$ cat src/rtl/core/wgc_pkg.sv
`timescale 1ns / 1ps

package wgc_pkg;

    localparam int ITER_W    = 5;
    localparam int VEC_W     = 40;
    localparam int ANG_W     = 34;
    localparam int YAW_W     = ANG_W - 17;
    localparam int ERR_W     = 18;
    localparam int MAG_W     = 36;
    localparam int MAG_HALF  = MAG_W / 2;
    localparam int MACC_W    = 60;
    localparam int DIST_W    = 34;
    localparam int DIST_HALF = DIST_W / 2;
    localparam int LACC_W    = 50;
    localparam int APROD_W   = 35;

    localparam logic signed [VEC_W-1:0]  T1_BIAS     = VEC_W'(268435456);
    localparam logic signed [ANG_W-1:0]  HALF_PI_Q30 = ANG_W'(1686629713);
    localparam logic signed [ANG_W-1:0]  Z_ROUND     = ANG_W'(65536);
    localparam logic [23:0]              INV_K_Q24   = 24'd10187942;
    localparam logic [MACC_W-1:0]        DIST_ROUND  = MACC_W'(33554432);
    localparam logic [LACC_W-1:0]        LIN_ROUND   = LACC_W'(32768);
    localparam logic signed [APROD_W-1:0] ANG_ROUND  = APROD_W'(65536);
    localparam logic signed [ERR_W-1:0]  PI_Q13      = ERR_W'(25736);
    localparam logic signed [ERR_W-1:0]  TWO_PI_Q13  = ERR_W'(51472);

    typedef enum logic [1:0] {
        REG_ANGLE_GAIN  = 2'd0,
        REG_LINEAR_GAIN = 2'd1,
        REG_ANGLE_TOL   = 2'd2,
        REG_DIST_TOL    = 2'd3
    } reg_idx_t;

    typedef struct packed {
        logic [15:0] angle_gain;
        logic [15:0] linear_gain;
        logic [14:0] angle_tolerance;
        logic [15:0] distance_tolerance;
    } cfg_t;

    typedef enum logic [3:0] {
        OP_NONE,
        OP_LOAD,
        OP_GOAL,
        OP_MUL,
        OP_LOAD_YAW,
        OP_LOAD_BRG,
        OP_ITER,
        OP_SAVE_YAW,
        OP_SAVE_BRG,
        OP_MAG,
        OP_EVAL,
        OP_CMD,
        OP_RESULT
    } dp_op_t;

    typedef struct packed {
        dp_op_t            op;
        logic [1:0]        step;
        logic [ITER_W-1:0] iter;
    } dp_cmd_t;

    typedef struct packed {
        logic mode;
        logic goal_received;
    } dp_stat_t;

    function automatic logic signed [ANG_W-1:0] atan_q30(input logic [ITER_W-1:0] i);
        logic signed [ANG_W-1:0] v;
        begin
            unique case (i)
                5'd0:    v = ANG_W'(843314857);
                5'd1:    v = ANG_W'(497837829);
                5'd2:    v = ANG_W'(263043837);
                5'd3:    v = ANG_W'(133525159);
                5'd4:    v = ANG_W'(67021687);
                5'd5:    v = ANG_W'(33543516);
                5'd6:    v = ANG_W'(16775851);
                5'd7:    v = ANG_W'(8388437);
                5'd8:    v = ANG_W'(4194283);
                5'd9:    v = ANG_W'(2097149);
                5'd10:   v = ANG_W'(1048576);
                5'd11:   v = ANG_W'(524288);
                5'd12:   v = ANG_W'(262144);
                5'd13:   v = ANG_W'(131072);
                5'd14:   v = ANG_W'(65536);
                5'd15:   v = ANG_W'(32768);
                5'd16:   v = ANG_W'(16384);
                5'd17:   v = ANG_W'(8192);
                5'd18:   v = ANG_W'(4096);
                5'd19:   v = ANG_W'(2048);
                5'd20:   v = ANG_W'(1024);
                5'd21:   v = ANG_W'(512);
                5'd22:   v = ANG_W'(256);
                5'd23:   v = ANG_W'(128);
                default: v = '0;
            endcase
            return v;
        end
    endfunction

endpackage

$ cat src/rtl/core/wgc_ctrl.sv
`timescale 1ns / 1ps

module wgc_ctrl #(
    parameter int CORDIC_STEPS = 16
) (
    input  logic               clk,
    input  logic               rst_n,
    input  logic               in_valid,
    output logic               in_ready,
    output logic               out_valid,
    input  logic               out_ready,
    input  wgc_pkg::dp_stat_t  stat,
    output wgc_pkg::dp_cmd_t   cmd
);

    localparam int CNT_W = $clog2(CORDIC_STEPS);
    localparam logic [CNT_W-1:0] LAST_ITER = CNT_W'(CORDIC_STEPS - 1);

    typedef enum logic [3:0] {
        S_IDLE,
        S_DECIDE,
        S_MUL,
        S_YLOAD,
        S_YITER,
        S_YSAVE,
        S_BLOAD,
        S_BITER,
        S_BSAVE,
        S_MAG,
        S_EVAL,
        S_CMD,
        S_DONE
    } state_t;

    state_t           state_reg;
    logic [CNT_W-1:0] iter_reg;
    logic [1:0]       step_reg;
    logic             out_valid_reg;
    logic             slot_free;

    assign slot_free = !out_valid_reg || out_ready;
    assign in_ready  = (state_reg == S_IDLE);
    assign out_valid = out_valid_reg;

    always_comb
    begin
        cmd.op   = wgc_pkg::OP_NONE;
        cmd.step = step_reg;
        cmd.iter = wgc_pkg::ITER_W'(iter_reg);
        unique case (state_reg)
            S_IDLE:   cmd.op = in_valid ? wgc_pkg::OP_LOAD : wgc_pkg::OP_NONE;
            S_DECIDE: cmd.op = stat.mode ? wgc_pkg::OP_NONE : wgc_pkg::OP_GOAL;
            S_MUL:    cmd.op = wgc_pkg::OP_MUL;
            S_YLOAD:  cmd.op = wgc_pkg::OP_LOAD_YAW;
            S_YITER:  cmd.op = wgc_pkg::OP_ITER;
            S_YSAVE:  cmd.op = wgc_pkg::OP_SAVE_YAW;
            S_BLOAD:  cmd.op = wgc_pkg::OP_LOAD_BRG;
            S_BITER:  cmd.op = wgc_pkg::OP_ITER;
            S_BSAVE:  cmd.op = wgc_pkg::OP_SAVE_BRG;
            S_MAG:    cmd.op = wgc_pkg::OP_MAG;
            S_EVAL:   cmd.op = wgc_pkg::OP_EVAL;
            S_CMD:    cmd.op = wgc_pkg::OP_CMD;
            S_DONE:   cmd.op = slot_free ? wgc_pkg::OP_RESULT : wgc_pkg::OP_NONE;
            default:  cmd.op = wgc_pkg::OP_NONE;
        endcase
    end

    always_ff @(posedge clk or negedge rst_n)
    begin
        if (!rst_n)
        begin
            state_reg     <= S_IDLE;
            iter_reg      <= '0;
            step_reg      <= '0;
            out_valid_reg <= 1'b0;
        end
        else
        begin
            if (state_reg == S_DONE && slot_free)
                out_valid_reg <= 1'b1;
            else if (out_ready)
                out_valid_reg <= 1'b0;
            unique case (state_reg)
                S_IDLE:
                begin
                    if (in_valid)
                        state_reg <= S_DECIDE;
                end
                S_DECIDE:
                begin
                    step_reg <= '0;
                    if (stat.mode && stat.goal_received)
                        state_reg <= S_MUL;
                    else
                        state_reg <= S_IDLE;
                end
                S_MUL:
                begin
                    step_reg <= step_reg + 2'd1;
                    if (step_reg == 2'd3)
                        state_reg <= S_YLOAD;
                end
                S_YLOAD:
                begin
                    iter_reg  <= '0;
                    state_reg <= S_YITER;
                end
                S_YITER:
                begin
                    iter_reg <= iter_reg + CNT_W'(1);
                    if (iter_reg == LAST_ITER)
                        state_reg <= S_YSAVE;
                end
                S_YSAVE:  state_reg <= S_BLOAD;
                S_BLOAD:
                begin
                    iter_reg  <= '0;
                    state_reg <= S_BITER;
                end
                S_BITER:
                begin
                    iter_reg <= iter_reg + CNT_W'(1);
                    if (iter_reg == LAST_ITER)
                        state_reg <= S_BSAVE;
                end
                S_BSAVE:
                begin
                    step_reg  <= '0;
                    state_reg <= S_MAG;
                end
                S_MAG:
                begin
                    step_reg <= step_reg + 2'd1;
                    if (step_reg == 2'd1)
                        state_reg <= S_EVAL;
                end
                S_EVAL:
                begin
                    step_reg  <= '0;
                    state_reg <= S_CMD;
                end
                S_CMD:
                begin
                    step_reg <= step_reg + 2'd1;
                    if (step_reg == 2'd1)
                        state_reg <= S_DONE;
                end
                S_DONE:
                begin
                    if (slot_free)
                        state_reg <= S_IDLE;
                end
                default:  state_reg <= S_IDLE;
            endcase
        end
    end

endmodule

$ cat config.mk
export PLATFORM = sky130hd
export DESIGN_NAME = wgc_ctrl
export DESIGN_NICKNAME = d
export VERILOG_FILES = /design/src/rtl/core/wgc_pkg.sv /design/src/rtl/core/wgc_ctrl.sv
export SDC_FILE = /design/constraint.sdc
export NUM_CORES = 1
export LEC_CHECK = 0
export ABC_AREA = 1
export BUFFER_PORTS_ARGS = -buffer_cell sky130_fd_sc_hd__buf_2
export CAP_MARGIN = 5
export CELL_PAD_IN_SITES_DETAIL_PLACEMENT = 0
export CELL_PAD_IN_SITES_GLOBAL_PLACEMENT = 1
export CORE_MARGIN = 5
export CORE_UTILIZATION = 36
export DETAILED_ROUTE_END_ITERATION = 12
export GPL_ROUTABILITY_DRIVEN = 0
export MAX_ROUTING_LAYER = met4
export PLACE_DENSITY_LB_ADDON = 0.1
export SYNTH_ARGS = -nofsm -noshare
export SYNTH_HDL_FRONTEND = slang
export SYNTH_SLANG_ARGS = --single-unit
$ cat constraint.sdc
create_clock -name clk -period 1.39 [get_ports clk]
set_input_delay 0 -clock clk [delete_from_list [all_inputs] [get_ports clk]]
set_output_delay 0 -clock clk [all_outputs]
set_load 0.02 [all_outputs]
**After elaboration in Yosys (flattened, before gate mapping)**

Index checks and enable logic that the tools add are counted.

- Register bits: 11
- Input port bits: 6
- Output and inout port bits: 13
- Logic and storage cells: 58

- Add/sub/neg operators: 2
- Equality and inequality tests: 22
- Mux-type cells: 17
- Reduce and logical (&&, ||, !) cells: 13

Operators by type and width:

| cell | count |
|---|---|
| one-hot mux 4 bit (13 select lines) | 1 |
| one-hot mux 4 bit (12 select lines) | 1 |
| two-way mux 4 bit | 8 |
| == test 4 bit, second input constant | 6 |
| == test 4 x 3 -> 1 bit, second input constant | 4 |
| inequality test 2 bit, second input constant | 7 |
| == test 4 x 2 -> 1 bit, second input constant | 2 |
| one-hot mux 4 bit (2 select lines) | 1 |
| AND reduction 7 bit | 1 |
| nonzero test 2 bit | 3 |
| OR reduction 3 bit | 2 |
| adder 4 x 1 -> 4 bit, second input constant | 1 |
| == test 4 x 1 -> 1 bit, second input constant | 1 |
| zero test 4 bit | 1 |
| two-way mux 2 bit | 2 |
| one-hot mux 2 bit (2 select lines) | 1 |
| OR reduction 2 bit | 2 |
| two-way mux 1 bit | 3 |
| adder 2 x 1 -> 2 bit, second input constant | 1 |
| == test 2 x 1 -> 1 bit, second input constant | 1 |
| == test 2 bit, second input constant | 1 |
| logical AND 1 bit | 2 |
| zero test 1 bit | 1 |
| logical OR 1 bit | 1 |

**Longest topological paths before layout**

Gate-level depths: netlist of run 1.

- Word-level depth: 4
- Gate-level depth with buffers: 10
- Mapped depth without buffers: 9

**Worst setup path before layout of run 1**

Ideal clock, no wire load.

- Kind: flip-flop to output port
- Start: register state_reg[3]
- End: output cmd[7] (netlist name)
- Data arrival time: 1.374 ns
- Data required time: 1.390 ns
- Slack: 0.016 ns
- Cell stages (with the launch flop): 6
- Buffers on the path: 0
- Path through: dfrtp_1 > nor2_2 > inv_2 > nor2_1 > nand2_1 > nand3_1

RTL lines:

| element | RTL line | text |
|---|---|---|
| start: declaration | wgc_ctrl.sv:35 | `state_t state_reg;` |
| start signal: assignment | wgc_ctrl.sv:72 | `state_reg <= S_IDLE;` |
| start signal: assignment | wgc_ctrl.sv:87 | `state_reg <= S_DECIDE;` |
| start signal: assignment | wgc_ctrl.sv:93 | `state_reg <= S_MUL;` |
| end: declaration | wgc_ctrl.sv:13 | `output wgc_pkg::dp_cmd_t cmd` |

==> results of run 1 <==
## worst paths after layout
kind	startpoint	end	slack (ns)	cells after the start
max in group asynchronous	rst_n	state_reg[0]$_DFFE_PN0P_	1.01	2
hold / removal	stat[0]	state_reg[1]$_DFFE_PN0P_	0.12	5
setup reg to reg	state_reg[3]$_DFFE_PN0P_	state_reg[3]$_DFFE_PN0P_	0.03	9
min in group asynchronous	rst_n	iter_reg[2]$_DFFE_PN0P_	0.14	2
setup / recovery	state_reg[0]$_DFFE_PN0P_	cmd[8]	0.003	5
hold reg to reg	step_reg[0]$_DFFE_PN0P_	step_reg[0]$_DFFE_PN0P_	0.55	1
## kinds of logic after synthesis
family | Yosys count | synth area share [%]
other cells | 1 | 0.4720
simple gates | 65 | 39.84
buf+inv | 19 | 9.921
xor+xnor | 2 | 2.205
mux | 1 | 1.260
fa+ha+maj | 3 | 4.725
flops | 11 | 34.65
compound gates | 10 | 6.929
## through the flow
stage               setup WS (ns)  power [mW]   TNS (ns)  instance area (um2)
floorplan                 0.01629       1.709          0                794.5
global placement         0.002476       2.153          0                922.1
detailed placement        0.04346       2.137          0                922.1
CTS                     -0.003324       2.588  -0.006629                 1033
global route             -0.08707       3.266    -0.2760                 1166
finish                   0.003278       3.021          0                 1166
## power groups by stage
stage	logic, mW	clock network, mW	registers, mW
finish	2.15	0.221	0.651
floorplan	1.07	0	0.637
global route	2.34	0.259	0.672
detailed placement	1.52	0	0.615
global placement	1.54	0	0.612
CTS	1.72	0.236	0.629
## cells in the final DEF, fill, tap and decap left out, drive strengths merged
master       count
o22ai            1
ha               3
nand2           34
inv             17
buf             28
nor2            12
dlygate4sd3      2
clkbuf           4
o2111ai          1
xnor2            1
a21oi            1
mux2i            1
o21ai            7
xor2             1
dfrtp           11
conb             1
nand3           18
or2              1
## repair_timing
action | in CTS | in global routing
setup endpoints to repair | 4 | 8
hold buffers | 2 | 0
cloned | 0 | 0
setup buffers | 4 | 4
hold endpoints to repair | 12 | 0
gates resized for setup | 12 | 28
pin swaps | 1 | 6
## layer usage
metal | GRT usage (%) | share of wire, %
met1 | 16.87 | 46
met2 | 20.39 | 48
met3 | 3.167 | 4.4
met4 | 6.954 | 1.8
met5 | - | 0
## worst max-delay path, delay by kind of cell (launching register included)
family                 cells  cell delay [ns]
DFF                        1             0.46
and+or+nand+nor            2             0.22
AOI/OAI and AO/OA          1             0.09
buffers and inverters      2             0.35
## cell type report
| class | instances | area, um2 | area share (%) |
|---|---|---|---|
| Inverter | 17 | 66.31 | 5.687 |
| Sequential cell | 11 | 280.3 | 24.03 |
| Tap cell | 28 | 35.03 | 3.004 |
| Clock buffer | 4 | 26.28 | 2.253 |
| Timing Repair Buffer | 30 | 212.7 | 18.24 |
| Multi-Input combinational cell | 82 | 545.5 | 46.78 |
==> impl_metrics.ini, run 1 <==
[outcome]
status = completed

[clock_network]
cts_tree = done
cts_sinks = 11
numCtsBuffers = 3
clockBufferDepth = 2
worstSkewPairLatency_ns = 0.27
cts_root_buf = clkbuf_4
clk_pin_slew_worst_paths_ns = 0.07
cts-htree-levels = 1

[synth]
synth_cells = 112
yosys.area.top_type_share_pct = 34.65
synth_enable_flop_cells = 0
syn_area_per_cell_um2 = 7.094
synth_flop_cell = dfrtp_1
synthArstFlopShare_pct = 100.0
synth.top_cells.by_count = nand2_1 (30), nand3_1 (16), inv_1 (12)
syn_area_um2 = 794.5
seq_area_frac_synth_pct = 34.65
synth_fp_nets = 121
ys_ff_latch = 11
ys_warn_count = 0
synth.distinct_cells = 22
yosysMostFrequentCell = nand2_1
yosysTopAreaCell = dfrtp_1
synthTopCellsByArea = dfrtp_1 (35%), nand2_1 (14%), nand3_1 (10%)

[worst_setup_path]
cp_max_fo = 6
cp_slowest_cell = dfrtp_2
critPathKind = flop to output pin
crit_chain = buf_4, nor2_4, nand2_1, o2111ai_2, buf_4
worstPathRequired_ns = 1.39
endpoint_kind = output pin
cpPeakStageDelay_ns = 0.46
cp-start-kind = flop
critPathArrivalTime_ns = 1.39
critPathMostFrequentCell = buf_4

[power]
power.switching_mw = 1.542
ir_drop_uv = 1079
power_frac_comb_pct = 71.1
internal_power_mw = 1.478
p_sw_share_pct = 51.06
p_seq_share_pct = 21.6
cellPowerDensity_nw_per_um2 = 2590
pwr-share-clk_pct = 7.3
leakagePower_nw = 0.6141

[global_routing]
grt_max_degree = 12
grt_pass1_wl_um = 3325
gr-total-overflow = 0
antenna_found_initial = 0
grt_pass1_vias = 772
grt_usage_pct = 13.56

[routing]
wirelength_um = 2167
drcViolationCount = 0
vias = 804
ant_nets = 0
firstDrtPassIters = 4
drt_iter0_drc = 8
wire_per_inst_um = 12.60
routed_via_density = 4.674

[place]
dp_cells = 158
io_buffers = 17
hpwl_um = 1479

[floorplan]
die_x_um = 56.98
io-pin-count = 19
dieArea_um2 = 3247
std_cell_rows = 17
die_h_um = 56.98
start_util_pct = 36.62
core_area_um2 = 2170

[final_layout]
layout-drive-gt1-share_pct = 48.61
fillers = 223
fin_util_pct = 53.75
layout.cells.non_filler = 172
area_growth_pct = 46.77
nNetsFinal = 154
diodes = 0

[sta]
setup_viol = 0
clock.fmax_mhz = 721.1
maxSlewViolCount = 0
final.setup_skew_ns = 0.003576
period_share_pct = 99.76
final_hold_viol_count = 0
holdWs_ns = 0.1249
rsz0062_at_grt = true
period_needed_ns = 1.387

[flow_run]
maxCapViolCount = 0

[min_path]
hold_class = primary input to flop
(Power assumes the default switching activity.)
==> run 2: changes to the inputs <==
--- a/config.mk
+++ b/config.mk
@@ -15,7 +15,7 @@
 export DETAILED_ROUTE_END_ITERATION = 12
 export GPL_ROUTABILITY_DRIVEN = 0
 export MAX_ROUTING_LAYER = met4
-export PLACE_DENSITY_LB_ADDON = 0.1
+export PLACE_DENSITY = 0.85
 export SYNTH_ARGS = -nofsm -noshare
 export SYNTH_HDL_FRONTEND = slang
 export SYNTH_SLANG_ARGS = --single-unit
==> run 2 against run 1 <==
Final cell count decreased by 2.9%. Largest cell class unchanged. Clock skew fell by 0.00098 ns. Critical path depth stayed put. Clock power increased by 3%. Utilization decreased by 4.7 points. Sequential cell count did not move. Via count is 0.50% higher. Global-route usage up 0.42 points. Largest power group unchanged. Sequential power rose by 1%. Sequential share of layout area grew 2.3 points.
==> impl_metrics.ini, run 2 (synthesis gave the netlist of run 1 again) <==
[power]
cellPowerDensity_nw_per_um2 = 2550
ir_drop_uv = 1067
leakagePower_nw = 0.5714
pwr-share-clk_pct = 8.4
power_frac_comb_pct = 67.3
power.switching_mw = 1.415
internal_power_mw = 1.297
p_seq_share_pct = 24.3
power.total_mw = 2.712
p_sw_share_pct = 52.16

[final_layout]
final_area_um2 = 1064
fin_util_pct = 49.02
layout_commonest_cell = nand2_1
nNetsFinal = 149
layout_common_cells = nand2_1 (27), nand3_1 (14), buf_2 (14), inv_1 (10), buf_4 (8)
layout-drive-gt1-share_pct = 43.17
diodes = 0
area_growth_pct = 33.86
layout.cells.non_filler = 167

[sta]
setup_viol = 0
clock.fmax_mhz = 725.0
maxSlewViolCount = 0
final.setup_skew_ns = 0.002597
holdWs_ns = 0.07968
final_hold_viol_count = 0
setup_tns_ns = 0
rsz0062_at_grt = true
period_needed_ns = 1.379
period_share_pct = 99.23
setup_slack_ns = 0.01072

[min_path]
hold_depth = 5
min_from = stat[0]
hold_end = state_reg[1]$_DFFE_PN0P_
hold_class = primary input to flop

[clock_network]
clockBufferDepth = 2
numCtsBuffers = 3
cts-htree-levels = 1
clk_pin_slew_worst_paths_ns = 0.07
worstSkewPairLatency_ns = 0.28
cts_root_buf = clkbuf_4
cts_tree = done
cts_sinks = 11

[global_routing]
use_met2_pct = 20.39
antenna_found_initial = 0
grtUsageMet3_pct = 4.072
grt_busiest_layer = met2
grt_max_degree = 12
gr-total-overflow = 0
met1_usage_pct = 16.46
grt_pass1_wl_um = 3374
grt_usage_pct = 13.98
grt_pass1_vias = 794

[floorplan]
die_h_um = 56.98
std_cell_rows = 17
start_util_pct = 36.62
io-pin-count = 19
dieArea_um2 = 3247
core_area_um2 = 2170
die_x_um = 56.98

[place]
place_area_um2 = 899.6
io_buffers = 17
hpwl_um = 1406
dp_worst_setup_slack_ns = 0.03341
dp_cells = 155

[routing]
routed_via_density = 4.838
ant_nets = 0
wirelength_um = 1951
drt_iter0_drc = 21
vias = 808
drcViolationCount = 0
firstDrtPassIters = 4
wire_per_inst_um = 11.68

[worst_setup_path]
reg2reg_depth = 8
endpoint_kind = output pin
timing.rr.end = state_reg[3]$_DFFE_PN0P_
worstPathRequired_ns = 1.39
rr_startpoint = state_reg[3]$_DFFE_PN0P_
cp_max_fo = 6
cp-start-kind = flop
r2r_slack_ns = 0.02
critPathArrivalTime_ns = 1.38
critPathKind = flop to output pin

[outcome]
status = completed

[flow_run]
maxCapViolCount = 0
## run 2: cell types whose count changed in the layout (fill, tap and decap cells not counted), moves of 2 or more
cell | previous run | this run
nor2_2 | 3 | 5
buf_4 | 11 | 8
nor2_4 | 7 | 5
buf_6 | 4 | 1
nand2_1 | 25 | 27
nand3_4 | 2 | 0
nand3_1 | 12 | 14
## run 2: how the worst max path moves through the flow
| stage | start | end | slack, ns | cells after the start |
|---|---|---|---|---|
| after floorplan | state_reg[3]$_DFFE_PN0P_ | cmd[7] | 0.02 | 5 |
| final | state_reg[3]$_DFFE_PN0P_ | cmd[8] | 0.01 | 5 |
| after CTS | state_reg[0]$_DFFE_PN0P_ | cmd[7] | -0.009 | 6 |
| after global routing | state_reg[3]$_DFFE_PN0P_ | cmd[8] | -0.07 | 5 |
| after detailed placement | state_reg[3]$_DFFE_PN0P_ | iter_reg[3]$_DFFE_PN0P_ | 0.03 | 4 |
| after global placement | state_reg[3]$_DFFE_PN0P_ | iter_reg[0]$_DFFE_PN0P_ | 0.07 | 4 |
## run 2: area by class of cell
cell class	instances	area, um2
Clock buffer	4	26.28
Fill cell	229	1106
Inverter	17	66.31
Multi-Input combinational cell	82	494.2
Sequential cell	11	280.3
Tap cell	28	35.03
Timing Repair Buffer	25	161.4
## run 2: critical path, cell delays in order (launching register included)
cell and delay, ns:
dfrtp_2 0.47, nor2_4 0.14, buf_4 0.15, nand2_1 0.05
o2111ai_1 0.11, buf_4 0.18
## run 2: power by group through the flow
stage / combinational (mW) / clock, mW / sequential [mW]
after floorplan: 1.07 / 0 / 0.637
after detailed placement: 1.45 / 0 / 0.616
after global placement: 1.45 / 0 / 0.612
final: 1.83 / 0.227 / 0.659
after CTS: 1.67 / 0.229 / 0.637
after global routing: 2.04 / 0.244 / 0.685
## run 2: repair_timing
item,4_1_cts,5_1_grt
pin swaps,1,3
gates resized for setup,14,11
hold buffers,2,0
setup endpoints to repair,4,8
setup buffers,4,2
endpoints found under the hold margin,12,0
## run 2: metal layers
metal	up-vias	part of all wire [%]
li1	405	-
met1	374	44
met2	25	46
met3	4	6.3
met4	0	2.9
met5	-	0
==> run 3: changes to the inputs <==
--- a/config.mk
+++ b/config.mk
@@ -15,7 +15,7 @@
 export DETAILED_ROUTE_END_ITERATION = 12
 export GPL_ROUTABILITY_DRIVEN = 0
 export MAX_ROUTING_LAYER = met4
-export PLACE_DENSITY = 0.85
+export PLACE_DENSITY_LB_ADDON = 0.12
 export SYNTH_ARGS = -nofsm -noshare
 export SYNTH_HDL_FRONTEND = slang
 export SYNTH_SLANG_ARGS = --single-unit
==> run 3 against run 2 <==
The run now ends with setup timing left. Wire length increased by 18%. Utilization grew 9.3 points. First-iteration DRC count down 24%. Sequential share of layout area down 4.2 points. Final cell count grew 7.8%. Clock skew down 0.0020 ns. Non-clock buffer count up 13. Fmax down 2.1%. Register-to-register slack worse by 0.03 ns. Critical path depth is the same. Worst hold slack improved by 0.038 ns. Sequential cell count unchanged. Critical path type unchanged. Critical endpoint unchanged. Largest cell class unchanged. Highest routed layer unchanged.
==> impl_metrics.ini, run 3 (synthesis gave the netlist of run 1 again) <==
[sta]
final_hold_viol_count = 0
final.setup_skew_ns = 0.0005877
rsz0062_at_grt = true
period_share_pct = 101.3
maxSlewViolCount = 0
setup_viol = 5
clock.fmax_mhz = 710.1
setup_slack_ns = -0.01832
period_needed_ns = 1.408

[final_layout]
nNetsFinal = 162
register_area_um2 = 280.3
layout-drive-gt1-share_pct = 53.95
diodes = 0
area_growth_pct = 59.37
fillers = 214
layout.cells.non_filler = 180
multi_input_area_um2 = 574.3
layout_commonest_cell = nand2_1
fin_util_pct = 58.36
layout_common_cells = nand2_1 (23), buf_4 (16), buf_2 (13), nand3_1 (11), inv_1 (10)
final_area_um2 = 1266

[clock_network]
clk_pin_slew_worst_paths_ns = 0.08
numCtsBuffers = 3
cts_sinks = 11
cts_tree = done
worstSkewPairLatency_ns = 0.28
cts_root_buf = clkbuf_4
cts-htree-levels = 1
clockBufferDepth = 2

[power]
cellPowerDensity_nw_per_um2 = 2581
leakagePower_nw = 0.6583
ir_drop_uv = 1310

[floorplan]
die_h_um = 56.98
core_area_um2 = 2170
die_x_um = 56.98
std_cell_rows = 17
start_util_pct = 36.62
io-pin-count = 19
dieArea_um2 = 3247

[place]
place_area_um2 = 922.1
hpwl_um = 1549
dp_cells = 158
io_buffers = 17

[worst_setup_path]
worstPathRequired_ns = 1.39
r2r_slack_ns = -0.01
endpoint_kind = output pin
critPathArrivalTime_ns = 1.41
critPathKind = flop to output pin
cp-start-kind = flop
cp_max_fo = 5

[routing]
firstDrtPassIters = 4
wire_per_inst_um = 12.82
wirelength_um = 2307
ant_nets = 0
drt_iter0_drc = 16
routed_via_density = 4.817
drcViolationCount = 0
vias = 867

[min_path]
hold_class = primary input to flop

[global_routing]
gr-total-overflow = 0
grt_pass1_vias = 771
grt_usage_pct = 14.09
grt_max_degree = 12
grt_pass1_wl_um = 3484
antenna_found_initial = 0

[outcome]
violations = setup timing
status = finished, violations left

[flow_run]
maxCapViolCount = 0
==> run 3: cell types whose count changed in the layout (fill, tap and decap cells not counted), moves of 2 or more <==
cell	before	now
buf_4	8	16
nand2_1	27	23
nor2_2	5	2
nand2_2	5	9
nor2_4	5	8
nand3_1	14	11
o21ai_0	7	5
buf_6	1	7
nand3_4	0	3
==> run 3: layout make-up <==
cell class	instances	share of cell area (%)
Multi-Input combinational cell	82	45.36
Timing Repair Buffer	38	22.43
Sequential cell	11	22.13
Inverter	17	5.237
Tap cell	28	2.767
Clock buffer	4	2.075
==> run 3: repair_timing <==
item	in CTS	in global routing
setup endpoints to repair	4	8
hold buffers	2	0
endpoints found under the hold margin	12	0
pin swaps	2	11
gates resized for setup	13	37
setup buffers	5	11
==> run 3: worst paths after layout <==
path,cells past startpoint,endpoint,start
max,5,cmd[8],state_reg[2]$_DFFE_PN0P_
min,5,state_reg[1]$_DFFE_PN0P_,stat[0]
max reg2reg,9,state_reg[3]$_DFFE_PN0P_,state_reg[3]$_DFFE_PN0P_
min reg2reg,1,step_reg[0]$_DFFE_PN0P_,step_reg[0]$_DFFE_PN0P_
max in group asynchronous,2,state_reg[1]$_DFFE_PN0P_,rst_n
min in group asynchronous,2,iter_reg[3]$_DFFE_PN0P_,rst_n
==> run 3: worst max-delay path, cell delays in order, from the launching register on <==
cell	delay (ns)
dfrtp_2	0.46
inv_2	0.12
nand2_2	0.09
buf_6	0.14
o2111ai_2	0.15
buf_4	0.16
==> run 3: metrics by stage <==
step / hold WS (ns) / TNS, ns / setup slack, ns / power, mW
after floorplan: -0.2956 / 0 / 0.01629 / 1.709
after global placement: -0.1124 / 0 / 0.005447 / 2.148
after detailed placement: -0.1103 / 0 / 0.04125 / 2.157
after CTS: 0.1197 / -0.02696 / -0.01012 / 2.635
after global routing: 0.1485 / -0.5527 / -0.08346 / 3.515
final: 0.1180 / -0.03390 / -0.01832 / 3.268
==> run 3: power by group <==
group	internal [mW]	leakage, nW	switching [mW]
logic	1.07	0.503	1.31
clock network	0.112	0.0150	0.124
registers	0.451	0.140	0.193
total	1.64	0.658	1.63
==> run 3: per-layer routing <==
layer / track usage [%] / share of wire, % / vias to the layer above
li1: - / - / 435
met1: 17.31 / 45 / 407
met2: 22.19 / 49 / 18
met3: 3.167 / 3.9 / 7
met4: 5.960 / 2.0 / 0
met5: - / 0 / -
